===== src/qbe_pkg.sv =====
// ----------------------------------------------------------------------------
// qbe_pkg
// Shared types, character constants and hex digit lookup for the quoted byte
// escaper.
// ----------------------------------------------------------------------------
package qbe_pkg;

    localparam int SEQ_LEN  = 6;
    localparam int BODY_LEN = 4;

    localparam logic [7:0] C_QUOTE    = 8'h22;
    localparam logic [7:0] C_BSLASH   = 8'h5c;
    localparam logic [7:0] C_PRINT_LO = 8'h20;
    localparam logic [7:0] C_PRINT_HI = 8'h7e;
    localparam logic [3:0] C_NIB_MASK = 4'hf;

    // control bytes that have a short escape
    localparam logic [7:0] C_LF  = 8'h0a;
    localparam logic [7:0] C_CR  = 8'h0d;
    localparam logic [7:0] C_TAB = 8'h09;
    localparam logic [7:0] C_BEL = 8'h07;
    localparam logic [7:0] C_BS  = 8'h08;

    localparam logic [7:0] C_CH_N = 8'h6e;
    localparam logic [7:0] C_CH_R = 8'h72;
    localparam logic [7:0] C_CH_T = 8'h74;
    localparam logic [7:0] C_CH_A = 8'h61;
    localparam logic [7:0] C_CH_B = 8'h62;
    localparam logic [7:0] C_CH_X = 8'h78;

    typedef logic [SEQ_LEN-1:0][7:0] t_chars;
    typedef logic [2:0]              t_cnt;

    typedef struct packed {
        t_chars chars;   // chars[0] goes out first
        t_cnt   count;   // 1 to 6
    } t_seq;

    localparam logic [15:0][7:0] C_HEX_DIGITS = {
        8'h66, 8'h65, 8'h64, 8'h63, 8'h62, 8'h61, 8'h39, 8'h38,
        8'h37, 8'h36, 8'h35, 8'h34, 8'h33, 8'h32, 8'h31, 8'h30
    };

    function automatic logic [7:0] hex_digit(input logic [3:0] nib);
        return C_HEX_DIGITS[nib & C_NIB_MASK];
    endfunction

endpackage


===== src/qbe_in_if.sv =====
// ----------------------------------------------------------------------------
// qbe_in_if
// Valid/ready channel carrying one raw string byte and its string marks.
// ----------------------------------------------------------------------------
interface qbe_in_if;
    logic       valid;
    logic       ready;
    logic [7:0] data_byte;
    logic       first_of_string;
    logic       last_of_string;
    logic       empty_string;

    modport source (
        output valid, data_byte, first_of_string, last_of_string, empty_string,
        input  ready
    );
    modport sink (
        input  valid, data_byte, first_of_string, last_of_string, empty_string,
        output ready
    );
endinterface


===== src/qbe_out_if.sv =====
// ----------------------------------------------------------------------------
// qbe_out_if
// Valid/ready channel carrying one character of the escaped text.
// ----------------------------------------------------------------------------
interface qbe_out_if;
    logic       valid;
    logic       ready;
    logic [7:0] out_byte;
    logic       out_last;

    modport source (output valid, out_byte, out_last, input ready);
    modport sink   (input valid, out_byte, out_last, output ready);
endinterface


===== src/qbe_decode.sv =====
// ----------------------------------------------------------------------------
// qbe_decode
// Turns one registered input item into its character sequence: optional
// opening quote, escaped body, optional closing quote (empty string: "").
// ----------------------------------------------------------------------------
module qbe_decode (
    input  logic         i_data_byte_vld,
    input  logic [7:0]   i_data_byte,
    input  logic         i_first_of_string,
    input  logic         i_last_of_string,
    input  logic         i_empty_string,
    output qbe_pkg::t_seq o_seq
);
    import qbe_pkg::*;

    logic [BODY_LEN-1:0][7:0] body;
    t_cnt                     bcnt;
    logic [7:0]               esc;
    logic                     has_esc;
    t_cnt                     off;

    always_comb begin
        esc     = '0;
        has_esc = 1'b1;
        case (i_data_byte)
            C_BSLASH: esc = C_BSLASH;
            C_QUOTE:  esc = C_QUOTE;
            C_LF:     esc = C_CH_N;
            C_CR:     esc = C_CH_R;
            C_TAB:    esc = C_CH_T;
            C_BEL:    esc = C_CH_A;
            C_BS:     esc = C_CH_B;
            default:  has_esc = 1'b0;
        endcase

        body = '0;
        if (has_esc) begin
            body[0] = C_BSLASH;
            body[1] = esc;
            bcnt    = 3'd2;
        end else if (i_data_byte inside {[C_PRINT_LO:C_PRINT_HI]}) begin
            body[0] = i_data_byte;
            bcnt    = 3'd1;
        end else begin
            body[0] = C_BSLASH;
            body[1] = C_CH_X;
            body[2] = hex_digit(i_data_byte[7:4]);
            body[3] = hex_digit(i_data_byte[3:0]);
            bcnt    = 3'd4;
        end
    end

    always_comb begin
        o_seq = '0;
        off   = {2'b00, i_first_of_string};
        if (i_empty_string || !i_data_byte_vld) begin
            o_seq.chars[0] = C_QUOTE;
            o_seq.chars[1] = C_QUOTE;
            o_seq.count    = 3'd2;
        end else begin
            if (i_first_of_string) begin
                o_seq.chars[0] = C_QUOTE;
            end
            for (int k = 0; k < BODY_LEN; k++) begin
                if (3'(k) < bcnt) begin
                    o_seq.chars[off + 3'(k)] = body[k];
                end
            end
            if (i_last_of_string) begin
                o_seq.chars[off + bcnt] = C_QUOTE;
            end
            o_seq.count = off + bcnt + {2'b00, i_last_of_string};
        end
    end

endmodule


===== src/qbe_serial.sv =====
// ----------------------------------------------------------------------------
// qbe_serial
// Result register: holds one item's character sequence and shifts it out one
// character per accepted output item. Reloads on the cycle the last goes.
// ----------------------------------------------------------------------------
module qbe_serial (
    input  logic         i_clk,
    input  logic         i_rst_n,
    input  logic         i_load_valid,
    input  qbe_pkg::t_seq i_seq,
    output logic         o_load_ready,
    qbe_out_if.source    o_out
);
    import qbe_pkg::*;

    t_chars r_chars, n_chars;
    t_cnt   r_left,  n_left;
    logic   r_busy,  n_busy;
    logic   take;
    logic   is_last;

    assign is_last      = (r_left == 3'd1);
    assign take         = r_busy && o_out.ready;
    assign o_load_ready = !r_busy || (take && is_last);

    assign o_out.valid    = r_busy;
    assign o_out.out_byte = r_chars[0];
    assign o_out.out_last = is_last;

    always_comb begin
        n_chars = r_chars;
        n_left  = r_left;
        n_busy  = r_busy;
        if (i_load_valid && o_load_ready) begin
            n_chars = i_seq.chars;
            n_left  = i_seq.count;
            n_busy  = 1'b1;
        end else if (take) begin
            if (is_last) begin
                n_busy = 1'b0;
            end
            n_chars = {8'h00, r_chars[SEQ_LEN-1:1]};
            n_left  = r_left - 3'd1;
        end
    end

    always_ff @(posedge i_clk) begin
        r_chars <= n_chars;
        if (!i_rst_n) begin
            r_busy <= 1'b0;
            r_left <= '0;
        end else begin
            r_busy <= n_busy;
            r_left <= n_left;
        end
    end

endmodule


===== src/quoted_byte_escaper.sv =====
// Path: an accepted item passes the input register and the serialiser's result
// register before its first character shows. Throughput: one output character
// per cycle while the output is ready; an item makes 1 to 6 characters (escaped
// body of 1, 2 or 4 plus quotes). The single output serialiser sets the rate; a
// new item is taken in the cycle the previous item's last character is taken.
// Reset: synchronous, active low; clears the input and output valid flags.
// ----------------------------------------------------------------------------
// quoted_byte_escaper
// Streams string bytes and emits their double-quoted, C-style escaped text.
// ----------------------------------------------------------------------------
module quoted_byte_escaper (
    input  logic      i_clk,
    input  logic      i_rst_n,
    qbe_in_if.sink    i_in,
    qbe_out_if.source o_out
);
    import qbe_pkg::*;

    logic       r_in_valid;
    logic [7:0] r_data_byte;
    logic       r_first_of_string;
    logic       r_last_of_string;
    logic       r_empty_string;
    logic       load_ready;
    t_seq       seq;

    assign i_in.ready = !r_in_valid || load_ready;

    always_ff @(posedge i_clk) begin
        if (!i_rst_n) begin
            r_in_valid <= 1'b0;
        end else if (i_in.ready) begin
            r_in_valid <= i_in.valid;
        end
        if (i_in.valid && i_in.ready) begin
            r_data_byte       <= i_in.data_byte;
            r_first_of_string <= i_in.first_of_string;
            r_last_of_string  <= i_in.last_of_string;
            r_empty_string    <= i_in.empty_string;
        end
    end

    qbe_decode u_decode (
        .i_data_byte_vld   (r_in_valid),
        .i_data_byte       (r_data_byte),
        .i_first_of_string (r_first_of_string),
        .i_last_of_string  (r_last_of_string),
        .i_empty_string    (r_empty_string),
        .o_seq             (seq)
    );

    qbe_serial u_serial (
        .i_clk        (i_clk),
        .i_rst_n      (i_rst_n),
        .i_load_valid (r_in_valid),
        .i_seq        (seq),
        .o_load_ready (load_ready),
        .o_out        (o_out)
    );

endmodule


===== src/flat_wrapper.sv =====
// flat-port wrapper written by rule: the top's interface ports become plain ports
module quoted_byte_escaper_flat import qbe_pkg::*;
  (i_clk, i_rst_n, i_in_valid, i_in_data_byte, i_in_first_of_string, i_in_last_of_string, i_in_empty_string, i_in_ready, o_out_valid, o_out_out_byte, o_out_out_last, o_out_ready);
  qbe_in_if i_in_i ();
  qbe_out_if o_out_i ();
  input  logic i_clk;
  input  logic i_rst_n;
  input wire logic [$bits(i_in_i.valid)-1:0] i_in_valid;
  input wire logic [$bits(i_in_i.data_byte)-1:0] i_in_data_byte;
  input wire logic [$bits(i_in_i.first_of_string)-1:0] i_in_first_of_string;
  input wire logic [$bits(i_in_i.last_of_string)-1:0] i_in_last_of_string;
  input wire logic [$bits(i_in_i.empty_string)-1:0] i_in_empty_string;
  output wire logic [$bits(i_in_i.ready)-1:0] i_in_ready;
  output wire logic [$bits(o_out_i.valid)-1:0] o_out_valid;
  output wire logic [$bits(o_out_i.out_byte)-1:0] o_out_out_byte;
  output wire logic [$bits(o_out_i.out_last)-1:0] o_out_out_last;
  input wire logic [$bits(o_out_i.ready)-1:0] o_out_ready;
  assign i_in_i.valid = i_in_valid;
  assign i_in_i.data_byte = i_in_data_byte;
  assign i_in_i.first_of_string = i_in_first_of_string;
  assign i_in_i.last_of_string = i_in_last_of_string;
  assign i_in_i.empty_string = i_in_empty_string;
  assign i_in_ready = i_in_i.ready;
  assign o_out_valid = o_out_i.valid;
  assign o_out_out_byte = o_out_i.out_byte;
  assign o_out_out_last = o_out_i.out_last;
  assign o_out_i.ready = o_out_ready;
  quoted_byte_escaper u_core (.i_clk(i_clk), .i_rst_n(i_rst_n), .i_in(i_in_i), .o_out(o_out_i));
endmodule

===== config.mk =====
export PLATFORM = sky130hd
export DESIGN_NAME = quoted_byte_escaper_flat
export DESIGN_NICKNAME = d
export VERILOG_FILES = /design/src/qbe_pkg.sv /design/src/qbe_in_if.sv /design/src/qbe_out_if.sv /design/src/qbe_decode.sv /design/src/qbe_serial.sv /design/src/quoted_byte_escaper.sv /design/src/flat_wrapper.sv
export SDC_FILE = /design/constraint.sdc
export NUM_CORES = 1
export LEC_CHECK = 0
export ABC_AREA = 1
export BUFFER_PORTS_ARGS = -buffer_cell sky130_fd_sc_hd__buf_2
export CAP_MARGIN = 20
export CORE_ASPECT_RATIO = 0.7
export CORE_MARGIN = 5
export CORE_UTILIZATION = 60
export DETAILED_ROUTE_END_ITERATION = 8
export PLACE_DENSITY = 0.91
export SLEW_MARGIN = 0
export SYNTH_ARGS = -nofsm -noshare
export SYNTH_HDL_FRONTEND = slang
export SYNTH_SLANG_ARGS = --single-unit

===== constraint.sdc =====
create_clock -name i_clk -period 4.9 [get_ports i_clk]
set_input_delay 0.245 -clock i_clk [delete_from_list [all_inputs] [get_ports i_clk]]
set_output_delay 0.245 -clock i_clk [all_outputs]
set_load 0.05 [all_outputs]

Word-level counts from Yosys, hierarchy flattened

Memories as Yosys holds them, arrays and structs flattened. A register that Yosys moved wholly into a read port is not among the register bits.
Cells that the tools add are included.

Add/sub/neg operators: 6
Magnitude comparators: 18
Eq/ne operators: 8
Muxes and demuxes: 46
Bitwise logic cells: 3
Reduce and logical (&&, ||, !) cells: 19

Operators with widths:

| kind                 | number |
|---|---|
| $mux W48             | 11 |
| $bwmux W48           | 4 |
| $demux W8 S3         | 4 |
| $mux W8              | 9 |
| $pmux W7 S7          | 1 |
| $and A36 B36 Y36     | 1 |
| $not A36 Y36         | 1 |
| $eq A8 B4 Y1 const B | 4 |
| $mux W16             | 2 |
| $mux W32             | 1 |
| $mux W24             | 1 |
| $mux W19             | 1 |
| $lt A3 B4 Y1 const B | 3 |
| $mux W3              | 4 |
| $or A12 B12 Y12      | 1 |
| $logic_and A1 B1 Y1  | 10 |
| $lt A4 B5 Y1 const B | 2 |
| $ge A3 B1 Y1 const B | 3 |
| $demux W8 S1         | 1 |
| $eq A8 B3 Y1 const B | 1 |
| $eq A8 B6 Y1 const B | 1 |
| $eq A8 B7 Y1 const B | 1 |
| $ge A8 B6 Y1 const B | 1 |
| $le A8 B7 Y1 const B | 1 |
| 20 further kinds     | 31 |

Register bits after elaboration: 64
Memory bits (read-only): 256
Bits of input ports: 15
Output and inout port bits: 11
Word-level logic and storage cells: 115
Memories: 2

Memory list:

| name             | depth | width | rd ports | clocked after Yosys merged registers in | wr ports | line          | text |
|---|---|---|---|---|---|---|---|
| (name not given) | 16    | 8     | 1        | 1                                       | 0        | qbe_pkg.sv:45 | `return C_HEX_DIGITS[nib & C_NIB_MASK];` |
| (name not given) | 16    | 8     | 1        | 1                                       | 0        | qbe_pkg.sv:45 |  |

Depth between registers and ports, before layout

Depth after elaboration: 20
Gate-level depth with buffers: 17
Gate-level depth less buffers: 17

Modules after synthesis

From an unflattened synthesis, not the netlist that was laid out.

Cells, all modules: 516
Area, all modules: 4211.5 µm²

By module, submodules not included:

| module              | instances | cells each | area an instance (µm²) | seq. area each (µm²) |
|---|---|---|---|---|
| qbe_serial          | 1         | 247        | 2458.6                 | 1521.5 |
| qbe_decode          | 1         | 251        | 1371.3                 | 0.0 |
| quoted_byte_escaper | 1         | 18         | 381.6                  | 350.3 |

Worst setup path before layout

No wires, ideal clock.

Path type: flip-flop to flip-flop
From: reg u_core.u_serial.r_busy, in the netlist u_core.u_serial.o_out.valid
To: reg u_core.u_serial.r_left[1]
Library setup time: 0.066 ns
Arrival: 4.184 ns
Required time: 4.834 ns
Path slack: 0.650 ns
Stages on the path, launching flop included: 6
Buffers on the path: 0
Period minus slack after synthesis: 4.250 ns
Cell sequence: dfxtp_1 -> o21ai_0 -> inv_1 -> a21oi_1 -> nand2_1 -> a21oi_2

Word-level cells in the longest chain between the ends: 5
Elaborated cells on any way between the ends: 7
Those cells by class: 1 x mux; 6 x reduce/logical

Ends and longest elaborated chain:

| item                                                 | line             | text |
|---|---|---|
| start: declaration                                   | qbe_serial.sv:18 | `logic r_busy, n_busy;` |
| start signal: assignment                             | qbe_serial.sv:53 | `r_busy <= n_busy;` |
| $logic_and A1 B1 Y1                                  | qbe_serial.sv:23 | `assign take = r_busy && o_out.ready;` |
| $logic_and A1 B1 Y1                                  | qbe_serial.sv:24 | `assign o_load_ready = !r_busy \|\| (take && is_last);` |
| $logic_or A1 B1 Y1                                   | qbe_serial.sv:24 |  |
| $logic_and A1 B1 Y1                                  | qbe_serial.sv:34 | `if (i_load_valid && o_load_ready) begin` |
| $mux W3 / $reduce_bool A2 Y1 (equally long branches) | n/a              |  |
| end signal: assignment                               | qbe_serial.sv:54 | `r_left <= n_left;` |
| end: declaration                                     | qbe_serial.sv:17 | `t_cnt r_left, n_left;` |

Several ways; a longest one is shown, not always the timed one.
A chain may end at the register's enable or synchronous reset.

Worst setup path in the final report

From: reg u_core.r_data_byte[7]
To: reg u_core.u_serial.r_chars[35] (netlist name) (data pin)

Word-level cells in the longest chain between the ends: 20
Elaborated cells on any way between the ends: 46
Those cells by class: 1 x add/sub; 8 x order compare; 7 x eq/ne; 25 x mux; 2 x bitwise; 3 x reduce/logical

Ends and longest elaborated chain:

| item                                                           | line                               | text |
|---|---|---|
| start: declaration                                             | quoted_byte_escaper.sv:20          | `logic [7:0] r_data_byte;` |
| start signal: assignment                                       | quoted_byte_escaper.sv:36          | `r_data_byte <= i_in.data_byte;` |
| $ge A8 B6 Y1, or another cell as far along                     | qbe_decode.sv:41                   | `end else if (i_data_byte inside {[C_PRINT_LO:C_PRINT_HI]}) begin` |
| $logic_and A1 B1 Y1 / $reduce_or A7 Y1 (equally long branches) | n/a                                |  |
| $mux W3, or another cell as far along                          | qbe_decode.sv:41                   |  |
| $mux W3 / $mux W16 (equally long branches)                     | qbe_decode.sv:37                   | `if (has_esc) begin` |
| $lt A1 B3 Y1 / $bwmux W48 (equally long branches)              | qbe_decode.sv:65, qbe_decode.sv:66 |  |
| $mux W48                                                       | qbe_decode.sv:65                   | `if (3'(k) < bcnt) begin` |
| $mux W48                                                       | qbe_decode.sv:56                   | `if (i_empty_string \|\| !i_data_byte_vld) begin` |
| $bwmux W48                                                     | qbe_decode.sv:66                   | `o_seq.chars[off + 3'(k)] = body[k];` |
| [4 not listed]                                                 | n/a                                |  |
| $mux W48                                                       | qbe_decode.sv:56                   |  |
| $bwmux W48                                                     | qbe_decode.sv:66                   |  |
| $mux W48                                                       | qbe_decode.sv:65                   |  |
| $mux W48                                                       | qbe_decode.sv:56                   |  |
| $and A36 B36 Y36 (no line)                                     | n/a                                |  |
| $mux W48 (*)                                                   | qbe_decode.sv:69                   | `if (i_last_of_string) begin` |
| $mux W32 (*)                                                   | qbe_decode.sv:56                   |  |
| $mux W48 (*)                                                   | qbe_serial.sv:34                   |  |
| end signal: assignment                                         | qbe_serial.sv:48                   | `r_chars <= n_chars;` |
| end: declaration                                               | qbe_serial.sv:16                   | `t_chars r_chars, n_chars;` |

Mark *: on every way between the ends. The rest lies on a longest branch, timed or not. The select of a mux whose other input is x is not followed.

==> results.tsv <==
metric	value	unit
status	finished clean	
static leakage	1.84	nW
final core utilization	66.4	%
Reg2Reg Depth	13	
grt ovf	0	
Synth Area in Adders	2.64	%
r2r startpoint	u_core.r_data_byte[7]$_DFFE_PP_	
Vert. Die Dim	76.5	µm
final clock skew	7.27	ps
worst-skew pair later-pin latency	350	ps
CTS Buffer Depth	2	
hold path cells	1	
WP data arrival	3090	ps
CTS root buffer	clkbuf_8	
RD Place Congestion	0.976	
Startpoint Class	register	
MaxCap Viol Count	0	
largest family of logic cells by synthesized area	simple AND/OR/NAND/NOR gates	
Final period util	60.8	%
clock power share	31.6	%
pwr/cell area	334	nW/µm²
Setup Buffers After CTS	0	
Worst path max stage delay	400	ps
Inserted Diodes	0	
Rows	24	
Hold WC Path Type	primary input to register	
fillers	512	
DR vias	2975	
hold_sp	i_in_last_of_string	
overall power	1.37	mW
# DRC	0	
vias in the first global route	2775	
synth unique cells	38	
first-pass GRT wire length	13600	µm
CTS tree	yes	
YS warnings	0	
pin count of the biggest net entering global routing	32	
syn nets	455	
Nets	474	
required time worst endpoint	5010	ps
worst slew pin tran	876	ps
mapped cell area	3790	µm²
P_int	0.972	mW
cells after synthesis	432	
critical path peak fanout	11	
Synth Area in Compound Gates	12.2	%
register area share after synthesis	47.8	%
layout cells sized above 1	24.6	%
Worst Path Buf+Inv	4	
Die W	105	µm
1st-pass router iterations	5	
io pins	26	
initial antenna violation count	0	
Slowest cell on crit path	edfxtp_1	
Psw	0.402	mW
RSZ-0062 raised after global routing	false	
Crit path max-delay family	simple AND/OR/NAND/NOR gates	
total routed wirelength	8160	µm
CP Launch Point	u_core.r_data_byte[7]$_DFFE_PP_	
DPL Wire Length	6360	µm
post-CTS resize count	0	
Reg power frac	49.9	%
P&R area growth vs syn	8.38	%
DR WL/cell	15.3	µm
antenna viol nets, final	0	
fmax	0.336	GHz
Logic pwr share	18.4	%
Simple-Gate Fraction of Synth Area	28.6	%
Num CTS Buffers	9	
maximum VDD drop	0.000173	V
setup TNS	0	ps
Crit Path Category	register to register	
Post-Synth XOR/XNOR Area	0.231	%
Crit. path cell count	13	
nature of the critical path endpoint	register	
#FFs+latches synth	66	
CP Cell Sequence	inv_2 -> nand2_1 -> nor2_1 -> nand4_1 -> nand2_1 -> inv_1 -> nand2_4 -> inv_4 -> ha_1 -> nor2_1 -> nand3_1 -> nand3_1 -> inv_1	
setup violators final	0	
Clk pin slew, worst setup/hold paths	70	ps
crit path time final	2980	ps
DR vias/cell	5.57	
Iteration-0 DRC Markers	325	
post-synthesis mux area share	0	%
core area	6190	µm²
CTS H-tree depth	3	
die area	8030	µm²
GRT Overall Usage	21.6	%
syn avg cell area	8.78	µm²
sw frac	29.3	%
Final Hold Fails	0	
buffers added on ports	25	
TritonCTS Sinks	66	
Max Slew Vio Count	0	
Starting Density	61.3	%
Rel. slew slack	41.5	%
hold_buf cts	0	
synthesized netlist by cell type:
library cell	number	share of area [%]
nand2_1	103	10
xnor2_1	1	0.23
clkinv_1	1	0.099
o211ai_1	4	0.79
buf_4	8	1.6
nor2_8	2	1.1
nand3_1	30	4.0
a21oi_2	1	0.23
o21ai_0	18	2.4
clkbuf_1	5	0.50
a21oi_1	11	1.5
nand3_2	3	0.79
inv_1	36	3.6
edfxtp_1	49	39
nand3b_1	1	0.20
ha_1	8	2.6
inv_4	2	0.33
nor2_2	7	1.2
o21a_1	1	0.20
nor2_1	35	3.5
nand2_2	12	2.0
buf_6	3	0.89
nor3_2	2	0.53
dfxtp_1	17	9.0
nor3_4	1	0.43
o21ai_4	1	0.43
buf_2	2	0.26
a22o_1	1	0.23
nand4_1	3	0.50
o21ai_2	14	3.2
nand3_4	1	0.46
o31ai_1	3	0.59
o21ai_1	18	2.4
nor2_4	4	1.2
nand2_4	9	2.7
conb_1	1	0.099
o22ai_1	2	0.33
inv_2	12	1.2
logic make-up after synthesis:
group / count (synthesis)
other cells: 1
fa+ha+maj: 8
flops: 66
buf+inv: 69
compound gates: 74
simple gates: 213
xor+xnor: 1
per-stage QoR:
step | hold slack, ps | worst slack, ps | area, µm² | cells
finish | 67.3 | 1920 | 4110 | 534
global route | 57.1 | 1690 | 4110 | 534
CTS | 57.4 | 1990 | 4110 | 534
detailed placement | 423 | 2010 | 3920 | 518
global placement | 421 | 2100 | 3900 | 517
floorplan | 344 | 650 | 3790 | 432
cell type report:
class,instances,area [µm²],area share (%)
Clock buffer,11,131,3.20
Clock inverter,5,55.1,1.34
Inverter,51,196,4.78
Multi-Input combinational cell,297,1670,40.7
Sequential cell,66,1810,44.1
Tap cell,78,97.6,2.38
Timing Repair Buffer,26,145,3.53
final timing paths:
path,end,slack (ps)
worst min register to register,u_core.u_serial.r_left[1]$_SDFFE_PN0P_,490
worst max register to register,u_core.u_serial.r_chars[35]$_SDFFCE_PP0P_,1920
worst max-delay path,u_core.u_serial.r_chars[35]$_SDFFCE_PP0P_,1920
worst min-delay path,u_core.r_last_of_string$_DFFE_PP_,70
worst register-to-register path, cell delays in order (launching register included):
cell and delay [ps]:
edfxtp_1 400, inv_2 90, nand2_1 70, nor2_1 100
nand4_1 80, nand2_1 330, inv_1 280, nand2_4 180
inv_4 70, ha_1 330, nor2_1 340, nand3_1 280
nand3_1 150, inv_1 40
power by group through the flow:
stage | combinational (mW) | clock, mW | sequential, mW
after floorplan | 0.199 | 0 | 0.696
after global placement | 0.238 | 0 | 0.698
after detailed placement | 0.251 | 0 | 0.698
after CTS | 0.252 | 0.440 | 0.686
after global routing | 0.281 | 0.472 | 0.691
final | 0.254 | 0.435 | 0.686
placed cells by master, fill, tap and decap left out, drive strengths merged:
cell / n
nand4: 3
bufinv: 1
clkbuf: 11
nor3: 3
o22ai: 2
conb: 1
xnor2: 1
nand2: 124
nor2: 48
o21ai: 51
o21a: 1
a22o: 1
o31ai: 3
inv: 50
buf: 26
edfxtp: 49
nand3b: 1
o211ai: 4
clkinvlp: 2
nand3: 34
ha: 8
a21oi: 12
dfxtp: 17
clkinv: 3
per-layer routing:
| layer | track usage, % | up-vias | wire length, µm |
|---|---|---|---|
| met1 | 30.9 | 1379 | 3660 |
| met2 | 32.5 | 122 | 3720 |
| met5 | 0 | - | 0 |
| met3 | 6.18 | 7 | 718 |
| li1 | - | 1467 | - |
| met4 | 5.11 | 0 | 66 |
Power figures use the tool's default switching activity.
